==> config.mk <==
export PLATFORM = sky130hd
export DESIGN_NAME = windowed_spi_register_sequencer
export DESIGN_NICKNAME = d
export VERILOG_FILES = /design/src/wsrs_pkg.sv /design/src/wsrs_frame_unit.sv /design/src/wsrs_seq.sv /design/src/windowed_spi_register_sequencer.sv
export VERILOG_INCLUDE_DIRS = /design/src /design/src/src
export SDC_FILE = /design/constraint.sdc
export NUM_CORES = 1
export LEC_CHECK = 0
export BUFFER_PORTS_ARGS = -buffer_cell sky130_fd_sc_hd__clkbuf_2
export CORE_UTILIZATION = 50
export DETAILED_ROUTE_END_ITERATION = 12
export HOLD_SLACK_MARGIN = 0.05
export PLACE_DENSITY = 0.81
export SYNTH_ARGS = -nofsm -noshare
export SYNTH_HDL_FRONTEND = slang
export SYNTH_SLANG_ARGS = --single-unit
==> constraint.sdc <==
create_clock -name clk -period 3.1 [get_ports clk]
set_input_delay 0.62 -clock clk [delete_from_list [all_inputs] [get_ports clk]]
set_output_delay 0.62 -clock clk [all_outputs]
set_load 0.01 [all_outputs]
==> src/windowed_spi_register_sequencer_macros.svh <==
// Assertion macros for the windowed SPI register sequencer.
// Used by wsrs_seq in src; expects clk and rst_n in the using module.
`ifndef WINDOWED_SPI_REGISTER_SEQUENCER_MACROS_SVH
`define WINDOWED_SPI_REGISTER_SEQUENCER_MACROS_SVH
`ifndef SYNTHESIS
// property that must hold at every clock edge out of reset
`define WSRS_ASSERT(lbl, prop, msg) \
    lbl: assert property (@(posedge clk) disable iff (!rst_n) prop) else $error(msg);
// condition that must never be seen at a clock edge out of reset
`define WSRS_NEVER(lbl, expr, msg) \
    lbl: assert property (@(posedge clk) disable iff (!rst_n) !(expr)) else $error(msg);
`else
`define WSRS_ASSERT(lbl, prop, msg)
`define WSRS_NEVER(lbl, expr, msg)
`endif
`endif

==> src/wsrs_pkg.sv <==
// Shared types and constants for the windowed SPI register sequencer.
// No dependencies; imported by every module of the block.
`default_nettype none

package wsrs_pkg;

    // field widths
    localparam int ADDR_W  = 7;
    localparam int GAP_W   = 16;
    localparam int VALUE_W = 16;
    localparam int WIN_W   = 8;
    localparam int IDX_W   = 4;
    localparam int CNT_W   = 5;
    localparam int CFG_IDX_W = 2;
    localparam int CFG_DATA_W = 16;

    // hard cap on any run of address or dummy frames
    localparam int RUN_LIMIT = 16;

    // defaults for the top level parameters
    localparam int DEF_MAX_READ_WORDS  = 8;
    localparam int DEF_MAX_BURST_WORDS = 16;
    localparam int DEF_WINDOW_REG_ADDR = 126;

    // register reset values
    localparam logic [GAP_W-1:0] SHORT_GAP_RESET = 16'd30;
    localparam logic [GAP_W-1:0] BURST_GAP_RESET = 16'd45;
    localparam logic [CNT_W-1:0] BURST_WORDS_RESET = 5'd8;

    // write flag in bit 15 of a frame
    localparam logic [VALUE_W-1:0] WRITE_FLAG = 16'h8000;

    // configuration register indexes
    typedef enum logic [CFG_IDX_W-1:0] {
        CFG_SHORT_GAP   = 2'd0,
        CFG_BURST_GAP   = 2'd1,
        CFG_BURST_WORDS = 2'd2
    } cfg_index_t;

    // request operation codes
    typedef enum logic [1:0] {
        OP_READ   = 2'd0,
        OP_WRITE  = 2'd1,
        OP_BURST  = 2'd2,
        OP_FORGET = 2'd3
    } op_t;

    // frame kinds on the output
    typedef enum logic [2:0] {
        KIND_WIN    = 3'd0,
        KIND_RADDR  = 3'd1,
        KIND_RDUMMY = 3'd2,
        KIND_WRITE  = 3'd3,
        KIND_BCMD   = 3'd4,
        KIND_BDUMMY = 3'd5
    } kind_t;

    // sequencer states: idle, plus one per frame phase
    typedef enum logic [2:0] {
        S_IDLE,
        S_WIN,
        S_RADDR,
        S_RDUMMY,
        S_WLO,
        S_WHI,
        S_BCMD,
        S_BDUMMY
    } state_t;

    // sequencer to frame unit
    typedef struct packed {
        logic               step;
        state_t             phase;
        logic [ADDR_W-1:0]  addr;
        logic [IDX_W-1:0]   idx;
        logic [VALUE_W-1:0] value;
        logic [WIN_W-1:0]   window;
        logic               win_final;
        logic               hi_pending;
        logic               idx_final;
    } seq_ctrl_t;

    // one formatted frame
    typedef struct packed {
        logic [VALUE_W-1:0] word;
        kind_t              kind;
        logic [GAP_W-1:0]   gap;
        logic               release_cs;
        logic               fin;
    } frame_t;

endpackage

`default_nettype wire

==> src/wsrs_frame_unit.sv <==
// Frame formatter with the shared 7-bit address adder.
// Depends on wsrs_pkg; driven by wsrs_seq control each cycle.
`default_nettype none

module wsrs_frame_unit #(
    parameter int WINDOW_REG_ADDR = wsrs_pkg::DEF_WINDOW_REG_ADDR
) (
    input  wsrs_pkg::seq_ctrl_t           ctrl,
    input  logic [wsrs_pkg::GAP_W-1:0]    short_gap,
    input  logic [wsrs_pkg::GAP_W-1:0]    burst_gap,
    output wsrs_pkg::frame_t              frame
);
    import wsrs_pkg::*;

    localparam logic [ADDR_W-1:0] WIN_ADDR = ADDR_W'(WINDOW_REG_ADDR);

    logic [ADDR_W-1:0] offset;
    logic [ADDR_W-1:0] addr_sum;

    // shared adder: word step for reads, plus one for the high byte
    always_comb
    begin
        case (ctrl.phase)
            S_RADDR: offset = {{(ADDR_W-IDX_W-1){1'b0}}, ctrl.idx, 1'b0};
            S_WHI:   offset = ADDR_W'(1);
            default: offset = '0;
        endcase
    end

    assign addr_sum = ctrl.addr + offset;

    // frame formatting per phase
    always_comb
    begin
        frame = '0;
        case (ctrl.phase)
            S_WIN:
            begin
                frame.word       = WRITE_FLAG | {1'b0, WIN_ADDR, ctrl.window};
                frame.kind       = KIND_WIN;
                frame.gap        = short_gap;
                frame.release_cs = 1'b1;
                frame.fin        = ctrl.win_final;
            end
            S_RADDR:
            begin
                frame.word = {1'b0, addr_sum, 8'h00};
                frame.kind = KIND_RADDR;
                frame.gap  = short_gap;
            end
            S_RDUMMY:
            begin
                frame.kind       = KIND_RDUMMY;
                frame.release_cs = 1'b1;
                frame.fin        = 1'b1;
            end
            S_WLO:
            begin
                frame.word       = WRITE_FLAG | {1'b0, addr_sum, ctrl.value[7:0]};
                frame.kind       = KIND_WRITE;
                frame.gap        = short_gap;
                frame.release_cs = !ctrl.hi_pending;
                frame.fin        = !ctrl.hi_pending;
            end
            S_WHI:
            begin
                frame.word       = WRITE_FLAG | {1'b0, addr_sum, ctrl.value[15:8]};
                frame.kind       = KIND_WRITE;
                frame.gap        = short_gap;
                frame.release_cs = 1'b1;
                frame.fin        = 1'b1;
            end
            S_BCMD:
            begin
                frame.word = WRITE_FLAG;
                frame.kind = KIND_BCMD;
                frame.gap  = burst_gap;
            end
            S_BDUMMY:
            begin
                frame.kind       = KIND_BDUMMY;
                frame.release_cs = ctrl.idx_final;
                frame.fin        = ctrl.idx_final;
            end
            default:
            begin
                frame = '0;
            end
        endcase
    end

endmodule

`default_nettype wire

==> src/wsrs_seq.sv <==
// Request sequencer: window tracking, frame counter and state machine.
// Depends on wsrs_pkg and the assertion macro header.
`default_nettype none
`include "windowed_spi_register_sequencer_macros.svh"

module wsrs_seq #(
    parameter int MAX_READ_WORDS  = wsrs_pkg::DEF_MAX_READ_WORDS,
    parameter int MAX_BURST_WORDS = wsrs_pkg::DEF_MAX_BURST_WORDS,
    parameter int WINDOW_REG_ADDR = wsrs_pkg::DEF_WINDOW_REG_ADDR
) (
    input  logic                           clk,
    input  logic                           rst_n,
    input  logic                           in_valid,
    output logic                           in_ready,
    input  logic [1:0]                     operation,
    input  logic [wsrs_pkg::ADDR_W-1:0]    reg_addr,
    input  logic                           reg_window,
    input  logic [3:0]                     word_count,
    input  logic                           write_low_enable,
    input  logic                           write_high_enable,
    input  logic [wsrs_pkg::VALUE_W-1:0]   write_value,
    input  logic [wsrs_pkg::CNT_W-1:0]     burst_words,
    input  logic                           out_free,
    output wsrs_pkg::seq_ctrl_t            ctrl
);
    import wsrs_pkg::*;

    localparam int RD_LIM = (MAX_READ_WORDS < RUN_LIMIT) ? MAX_READ_WORDS : RUN_LIMIT;
    localparam int BU_LIM = (MAX_BURST_WORDS < RUN_LIMIT) ? MAX_BURST_WORDS : RUN_LIMIT;
    localparam logic [ADDR_W-1:0] WIN_ADDR = ADDR_W'(WINDOW_REG_ADDR);

    state_t             state_reg, state_next;
    logic [IDX_W-1:0]   idx_reg, idx_next;
    logic [IDX_W-1:0]   last_idx_reg, last_idx_next;
    op_t                op_reg;
    logic [ADDR_W-1:0]  addr_reg;
    logic [VALUE_W-1:0] value_reg;
    logic [WIN_W-1:0]   win_sel_reg;
    logic               lo_reg, hi_reg;
    logic               window_known_reg, window_known_next;
    logic [WIN_W-1:0]   current_window_reg, current_window_next;

    op_t               op_in;
    logic              accept;
    logic              step;
    logic              is_win_reg;
    logic [WIN_W-1:0]  target_win;
    logic              win_hit;
    logic              need_win;
    logic [CNT_W-1:0]  rd_cnt, bu_cnt;
    logic [IDX_W-1:0]  rd_last, bu_last;
    logic              idx_final;

    assign op_in      = op_t'(operation);
    assign accept     = in_valid && in_ready;
    assign step       = (state_reg != S_IDLE) && out_free;
    assign is_win_reg = (reg_addr == WIN_ADDR);
    assign target_win = (op_in == OP_BURST) ? '0 : {{(WIN_W-1){1'b0}}, reg_window};
    assign win_hit    = window_known_reg && (current_window_reg == target_win);
    assign idx_final  = (idx_reg == last_idx_reg);

    // window frame needed in front of the run
    always_comb
    begin
        case (op_in)
            OP_READ, OP_WRITE: need_win = !is_win_reg && !win_hit;
            OP_BURST:          need_win = !win_hit;
            default:           need_win = 1'b0;
        endcase
    end

    // clamp read and burst lengths
    always_comb
    begin
        rd_cnt = {1'b0, word_count};
        if (rd_cnt == '0)
            rd_cnt = CNT_W'(1);
        if (rd_cnt > CNT_W'(RD_LIM))
            rd_cnt = CNT_W'(RD_LIM);
        bu_cnt = burst_words;
        if (bu_cnt == '0)
            bu_cnt = CNT_W'(1);
        if (bu_cnt > CNT_W'(BU_LIM))
            bu_cnt = CNT_W'(BU_LIM);
        rd_last = IDX_W'(rd_cnt - CNT_W'(1));
        bu_last = IDX_W'(bu_cnt - CNT_W'(1));
    end

    // next state, frame counter and window state
    always_comb
    begin
        state_next          = state_reg;
        idx_next            = idx_reg;
        last_idx_next       = last_idx_reg;
        window_known_next   = window_known_reg;
        current_window_next = current_window_reg;
        if (accept)
        begin
            idx_next      = '0;
            last_idx_next = (op_in == OP_BURST) ? bu_last : rd_last;
            if (need_win)
            begin
                window_known_next   = 1'b1;
                current_window_next = target_win;
            end
            case (op_in)
                OP_READ:
                    state_next = need_win ? S_WIN : S_RADDR;
                OP_WRITE:
                begin
                    if (is_win_reg && write_low_enable)
                    begin
                        window_known_next   = 1'b1;
                        current_window_next = write_value[7:0];
                    end
                    if (need_win)
                        state_next = S_WIN;
                    else if (write_low_enable)
                        state_next = S_WLO;
                    else if (write_high_enable)
                        state_next = S_WHI;
                    else
                        state_next = S_IDLE;
                end
                OP_BURST:
                    state_next = need_win ? S_WIN : S_BCMD;
                default:
                begin
                    window_known_next = 1'b0;
                    state_next        = S_IDLE;
                end
            endcase
        end
        else if (step)
        begin
            case (state_reg)
                S_WIN:
                begin
                    case (op_reg)
                        OP_READ:  state_next = S_RADDR;
                        OP_BURST: state_next = S_BCMD;
                        OP_WRITE:
                        begin
                            if (lo_reg)
                                state_next = S_WLO;
                            else if (hi_reg)
                                state_next = S_WHI;
                            else
                                state_next = S_IDLE;
                        end
                        default:  state_next = S_IDLE;
                    endcase
                end
                S_RADDR:
                begin
                    if (idx_final)
                        state_next = S_RDUMMY;
                    else
                        idx_next = idx_reg + IDX_W'(1);
                end
                S_WLO:
                    state_next = hi_reg ? S_WHI : S_IDLE;
                S_BCMD:
                    state_next = S_BDUMMY;
                S_BDUMMY:
                begin
                    if (idx_final)
                        state_next = S_IDLE;
                    else
                        idx_next = idx_reg + IDX_W'(1);
                end
                default:
                    state_next = S_IDLE;
            endcase
        end
    end

    // outputs toward the frame unit and the input channel
    always_comb
    begin
        in_ready        = (state_reg == S_IDLE);
        ctrl.step       = step;
        ctrl.phase      = state_reg;
        ctrl.addr       = addr_reg;
        ctrl.idx        = idx_reg;
        ctrl.value      = value_reg;
        ctrl.window     = win_sel_reg;
        ctrl.win_final  = (op_reg == OP_WRITE) && !lo_reg && !hi_reg;
        ctrl.hi_pending = hi_reg;
        ctrl.idx_final  = idx_final;
    end

    // control registers
    always_ff @(posedge clk or negedge rst_n)
    begin
        if (!rst_n)
        begin
            state_reg          <= S_IDLE;
            idx_reg            <= '0;
            last_idx_reg       <= '0;
            window_known_reg   <= 1'b0;
            current_window_reg <= '0;
        end
        else
        begin
            state_reg          <= state_next;
            idx_reg            <= idx_next;
            last_idx_reg       <= last_idx_next;
            window_known_reg   <= window_known_next;
            current_window_reg <= current_window_next;
        end
    end

    // request fields held for the run
    always_ff @(posedge clk)
    begin
        if (accept)
        begin
            op_reg      <= op_in;
            addr_reg    <= reg_addr;
            value_reg   <= write_value;
            win_sel_reg <= target_win;
            lo_reg      <= write_low_enable;
            hi_reg      <= write_high_enable;
        end
    end

    // checks
    `WSRS_ASSERT(a_win_frame_known, (state_reg == S_WIN) |-> window_known_reg, "window frame with window unknown")
    `WSRS_ASSERT(a_idx_in_range, (state_reg == S_RADDR || state_reg == S_BDUMMY) |-> (idx_reg <= last_idx_reg), "frame index past run end")
    `WSRS_ASSERT(a_rdummy_ends, (step && state_reg == S_RDUMMY) |=> (state_reg == S_IDLE), "read run continues after dummy")
    `WSRS_ASSERT(a_forget_clears, (accept && op_in == OP_FORGET) |=> !window_known_reg, "forget left window known")

endmodule

`default_nettype wire

==> src/windowed_spi_register_sequencer.sv <==
// Top level of the windowed SPI register sequencer: config registers,
// output register; instantiates wsrs_seq and wsrs_frame_unit (wsrs_pkg).
//
// Usage:
//   Input channel (in_valid/in_ready) takes one register request per beat:
//   read, write, burst read or forget window. Each request becomes a run of
//   16-bit SPI frames on the output channel (out_valid/out_ready), one beat
//   per frame, with kind, gap, chip-select release and last flags.
//   The sequencer emits one frame per cycle into the output register while
//   the receiver keeps up; a request yields up to 18 frames with the default
//   limits. The first frame passes the state register and then the output
//   register. A forget-window request produces no frame. Requests are taken
//   only when idle, so frame count and receiver stalls set the request rate.
//   When the receiver stalls, the sequencer holds in place; the next request
//   can be accepted while the final frame of a run still waits.
//   Reset empties the output register, selects no window (window unknown)
//   and loads gap defaults 30 and 45 ticks and burst length 8.
//   Configuration writes (cfg_write, cfg_index, cfg_data) take effect at once
//   and belong to idle periods only.
`default_nettype none

module windowed_spi_register_sequencer #(
    parameter int MAX_READ_WORDS  = wsrs_pkg::DEF_MAX_READ_WORDS,
    parameter int MAX_BURST_WORDS = wsrs_pkg::DEF_MAX_BURST_WORDS,
    parameter int WINDOW_REG_ADDR = wsrs_pkg::DEF_WINDOW_REG_ADDR
) (
    input  logic                              clk,
    input  logic                              rst_n,
    // configuration
    input  logic                              cfg_write,
    input  logic [wsrs_pkg::CFG_IDX_W-1:0]    cfg_index,
    input  logic [wsrs_pkg::CFG_DATA_W-1:0]   cfg_data,
    // request channel
    input  logic                              in_valid,
    output logic                              in_ready,
    input  logic [1:0]                        operation,
    input  logic [6:0]                        reg_addr,
    input  logic                              reg_window,
    input  logic [3:0]                        word_count,
    input  logic                              write_low_enable,
    input  logic                              write_high_enable,
    input  logic [15:0]                       write_value,
    // frame channel
    output logic                              out_valid,
    input  logic                              out_ready,
    output logic [15:0]                       mosi_word,
    output logic [2:0]                        frame_kind,
    output logic [15:0]                       gap_after,
    output logic                              release_select,
    output logic                              last
);
    import wsrs_pkg::*;

    logic [GAP_W-1:0] short_gap_reg;
    logic [GAP_W-1:0] burst_gap_reg;
    logic [CNT_W-1:0] burst_words_reg;

    logic               out_valid_reg;
    logic [VALUE_W-1:0] mosi_word_reg;
    logic [2:0]         frame_kind_reg;
    logic [GAP_W-1:0]   gap_after_reg;
    logic               release_reg;
    logic               last_reg;

    logic      out_free;
    seq_ctrl_t ctrl;
    frame_t    frame;

    // configuration registers
    always_ff @(posedge clk or negedge rst_n)
    begin
        if (!rst_n)
        begin
            short_gap_reg   <= SHORT_GAP_RESET;
            burst_gap_reg   <= BURST_GAP_RESET;
            burst_words_reg <= BURST_WORDS_RESET;
        end
        else if (cfg_write)
        begin
            case (cfg_index_t'(cfg_index))
                CFG_SHORT_GAP:   short_gap_reg   <= cfg_data;
                CFG_BURST_GAP:   burst_gap_reg   <= cfg_data;
                CFG_BURST_WORDS: burst_words_reg <= cfg_data[CNT_W-1:0];
                default:         ;
            endcase
        end
    end

    assign out_free = !out_valid_reg || out_ready;

    wsrs_seq #(
        .MAX_READ_WORDS  (MAX_READ_WORDS),
        .MAX_BURST_WORDS (MAX_BURST_WORDS),
        .WINDOW_REG_ADDR (WINDOW_REG_ADDR)
    ) u_seq (
        .clk               (clk),
        .rst_n             (rst_n),
        .in_valid          (in_valid),
        .in_ready          (in_ready),
        .operation         (operation),
        .reg_addr          (reg_addr),
        .reg_window        (reg_window),
        .word_count        (word_count),
        .write_low_enable  (write_low_enable),
        .write_high_enable (write_high_enable),
        .write_value       (write_value),
        .burst_words       (burst_words_reg),
        .out_free          (out_free),
        .ctrl              (ctrl)
    );

    wsrs_frame_unit #(
        .WINDOW_REG_ADDR (WINDOW_REG_ADDR)
    ) u_frame (
        .ctrl      (ctrl),
        .short_gap (short_gap_reg),
        .burst_gap (burst_gap_reg),
        .frame     (frame)
    );

    // output valid
    always_ff @(posedge clk or negedge rst_n)
    begin
        if (!rst_n)
            out_valid_reg <= 1'b0;
        else if (ctrl.step)
            out_valid_reg <= 1'b1;
        else if (out_ready)
            out_valid_reg <= 1'b0;
    end

    // output payload
    always_ff @(posedge clk)
    begin
        if (ctrl.step)
        begin
            mosi_word_reg  <= frame.word;
            frame_kind_reg <= frame.kind;
            gap_after_reg  <= frame.gap;
            release_reg    <= frame.release_cs;
            last_reg       <= frame.fin;
        end
    end

    assign out_valid      = out_valid_reg;
    assign mosi_word      = mosi_word_reg;
    assign frame_kind     = frame_kind_reg;
    assign gap_after      = gap_after_reg;
    assign release_select = release_reg;
    assign last           = last_reg;

endmodule

`default_nettype wire
==> results of run 1 <==
==> power by group <==
group	switching [mW]	leakage (nW)	internal (mW)	total, mW
Clock	0.712	0.287	1.21	1.92
Sequential	0.230	1.32	2.38	2.61
Combinational	1.01	1.21	0.702	1.71
==> cells by family after synthesis <==
family,share of synthesized area [%]
AO/OA/AOI/OAI,9.40
XOR/XNOR,1.80
adder cells (fa/ha/maj),2.01
buffers and inverters,2.05
flip-flops,63.6
multiplexers,10.6
AND/OR/NAND/NOR,10.5
==> metrics by stage <==
stage	hold slack (ns)	worst slack, ns	instances	utilization (%)
after floorplan	0.324	0.436	396	-
after global placement	0.488	0.666	620	57.9
after detailed placement	0.495	0.555	620	57.9
after CTS	0.219	0.403	652	63.6
after global routing	0.240	0.219	652	63.6
final	0.209	0.370	652	63.6
==> cells in the mapped netlist, drive strengths merged (3+ instances only) <==
| library cell | number | area [um^2] |
|---|---|---|
| buf | 6 | 42.5 |
| and3 | 4 | 25.0 |
| nand2b | 8 | 50.1 |
| a211oi | 3 | 27.5 |
| xnor2 | 6 | 52.6 |
| inv | 9 | 33.8 |
| nor3 | 6 | 30.0 |
| a22o | 16 | 140 |
| nand3b | 5 | 37.5 |
| xor2 | 5 | 43.8 |
| clkbuf | 7 | 26.3 |
| nor4 | 3 | 18.8 |
| dfstp | 9 | 236 |
| a311oi | 3 | 26.3 |
| ha | 7 | 87.6 |
| nor2 | 31 | 124 |
| mux2 | 40 | 450 |
| and2 | 6 | 37.5 |
| o21ai | 18 | 93.8 |
| o21a | 4 | 30.0 |
| a21oi | 5 | 25.0 |
| nand3 | 6 | 30.0 |
| a31oi | 4 | 25.0 |
| edfxtp | 65 | 1950 |
| mux2i | 12 | 120 |
| dfrtp | 49 | 1230 |
| a21o | 3 | 22.5 |
| nand2 | 28 | 105 |
| nand4 | 3 | 18.8 |
==> layout make-up <==
cell class / instances / share of cell area (%)
Clock inverter: 12 / 1.63
Inverter: 11 / 0.626
Clock buffer: 20 / 7.42
Tap cell: 136 / 2.58
Multi-Input combinational cell: 249 / 28.0
Sequential cell: 123 / 51.8
Timing Repair Buffer: 101 / 7.97
==> final timing paths <==
path,from,end,slack (ns),cells after the start
max,u_seq.state_reg[0]$_DFFE_PN0P_,in_ready,0.37,3
min,rst_n,burst_gap_reg[8]$_DFFE_PN0P_,0.21,1
max reg2reg,u_seq.state_reg[1]$_DFFE_PN0P_,mosi_word[14]$_DFFE_PP_,0.49,9
min reg2reg,burst_gap_reg[15]$_DFFE_PN0P_,burst_gap_reg[15]$_DFFE_PN0P_,0.51,1
max in group asynchronous,rst_n,short_gap_reg[1]$_DFFE_PN1P_,2.08,2
min in group clk,write_value[10],u_seq.value_reg[10]$_DFFE_PP_,0.28,1
==> layer usage <==
metal	vias up	part of all wire (%)	track usage [%]
met5	-	0	0
met4	0	1.7	9.52
met3	16	5.0	6.43
met2	114	52	35.6
met1	1775	42	27.0
li1	1683	-	-
==> metrics.md, run 1 <==
| Metric | Value |
|---|---|
| Status | finished, final reports clean |
| Setup Viol. Count Final | 0 |
| CTS sink count | 123 |
| Most used DFF post-synth | edfxtp_1 |
| Vias in the first global route | 3,758 |
| Syn Nets | 459 |
| Arrival @ worst endpoint | 2.11 ns |
| Antenna violation net count after detailed routing | 0 |
| Die area | 11,100 um^2 |
| Post-synth ARST share | 47.2% |
| Setup Buffers After CTS | 0 |
| CTS Root Buffer Type | clkbuf_8 |
| CP max-delay cell | nor3_1 |
| Area of the multi-input gates | 1850 um^2 |
| 1st-iter DRT viols | 299 |
| First-pass GRT wire length | 18,400 um |
| Port-buffer cells | 93 |
| Hold-fix buffers, CTS | 0 |
| Placement Rows | 37 |
| I/O pins | 94 |
| Final Max Slew Viols | 0 |
| Kind of cell adding the most delay to the critical path | simple AND/OR/NAND/NOR gates |
| Total Power | 6.24 mW |
| Area grow syn2layout | 22.9% |
| WP data required | 2.48 ns |
| HPWL Detailed | 7400 um |
| F_max | 0.366 GHz |
| Design area | 6600 um^2 |
| Die Y | 106 um |
| Slew headroom | 30.3% |
| VDD IR-drop max | 0.000473 V |
| Cell count after synthesis | 396 |
| Cell Area, Synth | 5370 um^2 |
| Drt wl/cell | 17.1 um |
| Number of vias in the routed layout | 3,588 |
| GRT Total Usage | 21.8% |
| Most common cell after layout, fill and taps aside | clkbuf_2 |
| Yosys reg bits | 123 |
| Startpoint Class | register |
| Slowest stage delay, CP | 0.75 ns |
| Area after DPL | 6000 um^2 |
| Grt total ovfl | 0 |
| Power Density | 945 nW/um^2 |
| Fin nets | 566 |
| Final period utilization | 88.1% |
| Layout cells sized above 1 | 36.6% |
| Most frequent cells in the layout | clkbuf_2, edfxtp_1, dfrtp_1 |
| Vias per cell | 5.50 |
| CTS tree | built |
| Register area | 3410 um^2 |
| CORE AREA | 10,400 um^2 |
| Type of the worst setup path | register to primary output |
| Pin count of the biggest net entering global routing | 38 |
| Final Hold Fails | 0 |
| Clock Latency Late Sink | 0.51 ns |
| Post-Syn Area per Cell | 13.5 um^2 |
| LEAKAGE | 2.82 nW |
| CTS buffer count | 17 |
| Diode count | 0 |
| Final min period | 2.73 ns |
| Hold Path Class | input pin to asynchronous set/reset pin |
| Post-synth EDFFs | 65 |
| CP Cell Sequence | buf_4 > nor3_1 > clkbuf_2 |
| Clock Skew | 0.00514 ns |
| Clock tree buffer depth | 2 |
| Initial antenna violation count | 0 |
| H-tree Lvls | 4 |
| DR DRC count | 0 |
| Setup crit end kind | primary output |
| Sequential fraction of the synthesis area | 63.6% |
| Max Cap Violations | 0 |
| Filler cell count | 777 |
| RSZ-0062 raised after global routing | false |
| Drt first pass iters | 5 |
| GP Congestion | 0.842 |
| Setup tns final | 0 ns |
| Measured slew at the worst slew-check pin | 1.04 ns |
| Drt total wl | 11,200 um |
| Yosys warns | 0 |
| CP Buf/Inv Count | 2 |
| Crit Path Max Fanout | 18 |
| Clock transition at path regs | 0.06 ns |
| Initial core utilization | 51.7% |
| Floorplan die width | 106 um |
| Resize count post-CTS | 0 |
| Yosys cell types | 52 |
No activity file was read; power rests on OpenSTA's default activity.
==> inputs of run 2 (changes only) <==
- SYNTH_HIERARCHICAL: unset -> 1
==> metrics.md, run 2 <==
| Metric | Value |
|---|---|
| Setup crit end kind | register (was primary output) |
| Clock Skew | 0.00665 ns (was 0.00514 ns) |
| Area of the multi-input gates | 2280 um^2 (was 1850 um^2) |
| Final period utilization | 85.7% (was 88.1%) |
| CTS sink count | 123 (unchanged) |
| Max Cap Violations | 0 (unchanged) |
| Pin count of the biggest net entering global routing | 45 (was 38) |
| CP Cell Sequence | buf_4 > nor2b_1 > buf_4 > and3_1 > ha_1 > and2_1 > o31ai_4 > mux2i_1 > o211ai_1 (was buf_4 > nor3_1 > clkbuf_2) |
| P_int | 4.45 mW (was 4.29 mW) |
| Area grow syn2layout | 20.0% (was 22.9%) |
| Most frequent cells in the layout | clkbuf_2, edfxtp_1, dfrtp_1 (unchanged) |
| Hold WS | 0.127 ns (was 0.209 ns) |
| Total Power | 6.65 mW (was 6.24 mW) |
| Die area | 12,300 um^2 (was 11,100 um^2) |
| Arrival @ worst endpoint | 2.79 ns (was 2.11 ns) |
| Most numerous cell in the Yosys netlist | edfxtp_1 (unchanged) |
| Initial antenna violation count | 0 (unchanged) |
| Yosys cell types | 56 (was 52) |
| Crit Path Max Fanout | 20 (was 18) |
| Number of vias in the routed layout | 4,224 (was 3,588) |
| Top cells by count, synth | edfxtp_1, dfrtp_1, o21ai_0, mux2_2, nor2_1 (was edfxtp_1, dfrtp_1, mux2_2, nor2_1, nand2_1) |
| Hold-fix buffers, CTS | 0 (unchanged) |
| Measured slew at the worst slew-check pin | 0.922 ns (was 1.04 ns) |
| Most common cell after layout, fill and taps aside | clkbuf_2 (unchanged) |
| WP data required | 3.24 ns (was 2.48 ns) |
| Diode count | 0 (unchanged) |
| Slew headroom | 38.5% (was 30.3%) |
| Drt first pass iters | 7 (was 5) |
| CTS buffer count | 17 (unchanged) |
| 1st-iter DRT viols | 428 (was 299) |
| Power Density | 938 nW/um^2 (was 945 nW/um^2) |
| Cell Area, Synth | 5910 um^2 (was 5370 um^2) |
| CORE AREA | 11,500 um^2 (was 10,400 um^2) |
| Clock tree buffer depth | 2 (unchanged) |
| Clk pwr share | 29.1% (was 30.8%) |
| CP Depth | 9 (was 3) |
| Post-synth top area cell | edfxtp_1 (unchanged) |
| Drt wl/cell | 16.9 um (was 17.1 um) |
| Cell depth of the worst flop-to-flop path | 9 (unchanged) |
| Setup tns final | 0 ns (unchanged) |
| Grt total ovfl | 0 (unchanged) |
| Layout cells sized above 1 | 32.3% (was 36.6%) |
| Crit path from | u_seq/state_reg[1]$_DFFE_PN0P_ (was u_seq.state_reg[0]$_DFFE_PN0P_) |
| Most numerous cell on the critical path | buf_4 |
| GRT Total Usage | 21.9% (was 21.8%) |
| Largest cells by area after synthesis | edfxtp_1, dfrtp_1, mux2_2, dfstp_2, o21ai_0 (was edfxtp_1, dfrtp_1, mux2_2, dfstp_2, a22o_1) |
| Resize count post-CTS | 0 (unchanged) |
| Slowest stage delay, CP | 0.39 ns (was 0.75 ns) |
| Clock Latency Late Sink | 0.40 ns (was 0.51 ns) |
| I/O pins | 94 (unchanged) |
| CTS tree | built (unchanged) |
| Setup Buffers After CTS | 0 (unchanged) |
| Port-buffer cells | 93 (unchanged) |
| Sequential fraction of the synthesis area | 57.8% (was 63.6%) |
| Vias in the first global route | 4,342 (was 3,758) |
| Hold Path Class | input pin to asynchronous set/reset pin (unchanged) |
| Filler cell count | 851 (was 777) |
| HPWL Detailed | 8740 um (was 7400 um) |
| Status | finished, final reports clean (unchanged) |
| CTS Root Buffer Type | clkbuf_16 (was clkbuf_8) |
| F_max | 0.376 GHz (was 0.366 GHz) |
| Kind of cell adding the most delay to the critical path | simple AND/OR/NAND/NOR gates (unchanged) |
| Type of the worst setup path | register to register (was register to primary output) |
| RR Startpoint | u_seq/state_reg[1]$_DFFE_PN0P_ (was u_seq.state_reg[1]$_DFFE_PN0P_) |
| GP Congestion | 0.884 (was 0.842) |
| Final min period | 2.66 ns (was 2.73 ns) |
| Switch share | 33.2% (was 31.2%) |
| First-pass GRT wire length | 21,400 um (was 18,400 um) |
| Post-synth ARST share | 47.2% (unchanged) |
| Reg-to-reg critical path endpoint | mosi_word[14]$_DFFE_PP_ (unchanged) |
| Yosys reg bits | 123 (unchanged) |
| Vias per cell | 5.66 (was 5.50) |
| Final Max Slew Viols | 0 (unchanged) |
| Antenna violation net count after detailed routing | 0 (unchanged) |
| Clock transition at path regs | 0.06 ns (about the same) |
| Post-Syn Area per Cell | 12.1 um^2 (was 13.5 um^2) |
| Register area | 3410 um^2 (unchanged) |
| Switch Pwr | 2.21 mW (was 1.95 mW) |
| Top-area cell type share of the netlist area | 33.0% (was 36.4%) |
| Initial core utilization | 51.5% (was 51.7%) |
| Yosys warns | 6 (was 0) |
| Gate power share | 31.3% (was 27.4%) |
| Crit path capture | mosi_word[14]$_DFFE_PP_ (was in_ready) |
| CP max-delay cell | dfrtp_1 (was nor3_1) |
| H-tree Lvls | 4 (unchanged) |
| FF-to-FF setup slack | 0.44 ns (was 0.49 ns) |
| RSZ-0062 raised after global routing | false (unchanged) |
| Setup Viol. Count Final | 0 (unchanged) |
| Floorplan die width | 111 um (was 106 um) |
| Die Y | 111 um (was 106 um) |
| CP Buf/Inv Count | 2 (unchanged) |
| Sequential Power Share | 39.6% (was 41.9%) |
| Cell count after synthesis | 489 (was 396) |
| VDD IR-drop max | 0.000450 V (was 0.000473 V) |
| Fin nets | 654 (was 566) |
| DR DRC count | 0 (unchanged) |
| LEAKAGE | 3.04 nW (was 2.82 nW) |
| Startpoint Class | register (unchanged) |
| Most used DFF post-synth | edfxtp_1 (unchanged) |
| Drt total wl | 12,600 um (was 11,200 um) |
| Post-synth EDFFs | 65 (unchanged) |
| Final Hold Fails | 0 (unchanged) |
| Placement Rows | 39 (was 37) |
run 2: how the worst min path moves through the flow:
stage	slack, ns	depth (start not counted)	to
4_1_cts	0.13	1	short_gap_reg[7]$_DFFE_PN0P_
2_1_floorplan	0.32	0	burst_gap_reg[10]$_DFFE_PN0P_
3_5_place_dp	0.49	1	u_seq/current_window_reg[6]$_DFFE_PN0P_
3_3_place_gp	0.48	1	u_seq/current_window_reg[6]$_DFFE_PN0P_
6_report	0.13	1	short_gap_reg[7]$_DFFE_PN0P_
5_1_grt	0.14	1	short_gap_reg[7]$_DFFE_PN0P_
run 2: cell families after synthesis:
logic type / synth area share (%)
AOI/OAI and AO/OA: 11.8
xor gates and xnor gates: 1.78
adders and majority gates: 2.03
buffers and inverters: 4.21
DFF: 57.8
muxes: 9.63
other: 0.0634
and+or+nand+nor: 12.7
run 2: power by group through the flow:
stage               logic (mW)  registers (mW)  clock network (mW)
floorplan                 1.28            2.75                   0
global placement          1.96            2.64                   0
detailed placement        2.04            2.66                   0
CTS                       2.08            2.63                1.96
global route              2.28            2.69                2.04
finish                    2.08            2.63                1.94
run 2: per-layer routing:
metal  share of wire, %  global-route usage, %  vias to the layer above
met4                2.7                   10.7                        0
met3                4.4                   5.08                       30
met2                 51                   36.3                      153
met1                 42                   27.1                     2070
li1                   -                      -                     1971
met5                  0                      0                        -
run 2: layout make-up:
| class | instances | share of cell area [%] |
|---|---|---|
| clock buffers | 26 | 7.94 |
| clock inverters | 6 | 0.600 |
| inverters | 17 | 0.899 |
| multi-input cells | 326 | 32.1 |
| flip-flops and latches | 123 | 48.1 |
| well taps | 143 | 2.52 |
| repair buffers | 105 | 7.83 |
run 2: per-stage QoR:
step                      worst slack (ns)  instance area, um^2  utilization [%]  std cells
after floorplan                      0.529                 5930                -        495
after global placement               0.630                 6490             56.6        714
after detailed placement             0.488                 6490             56.6        714
after CTS                            0.444                 7100             61.9        746
after global routing                 0.280                 7100             61.9        746
final                                0.444                 7100             61.9        746
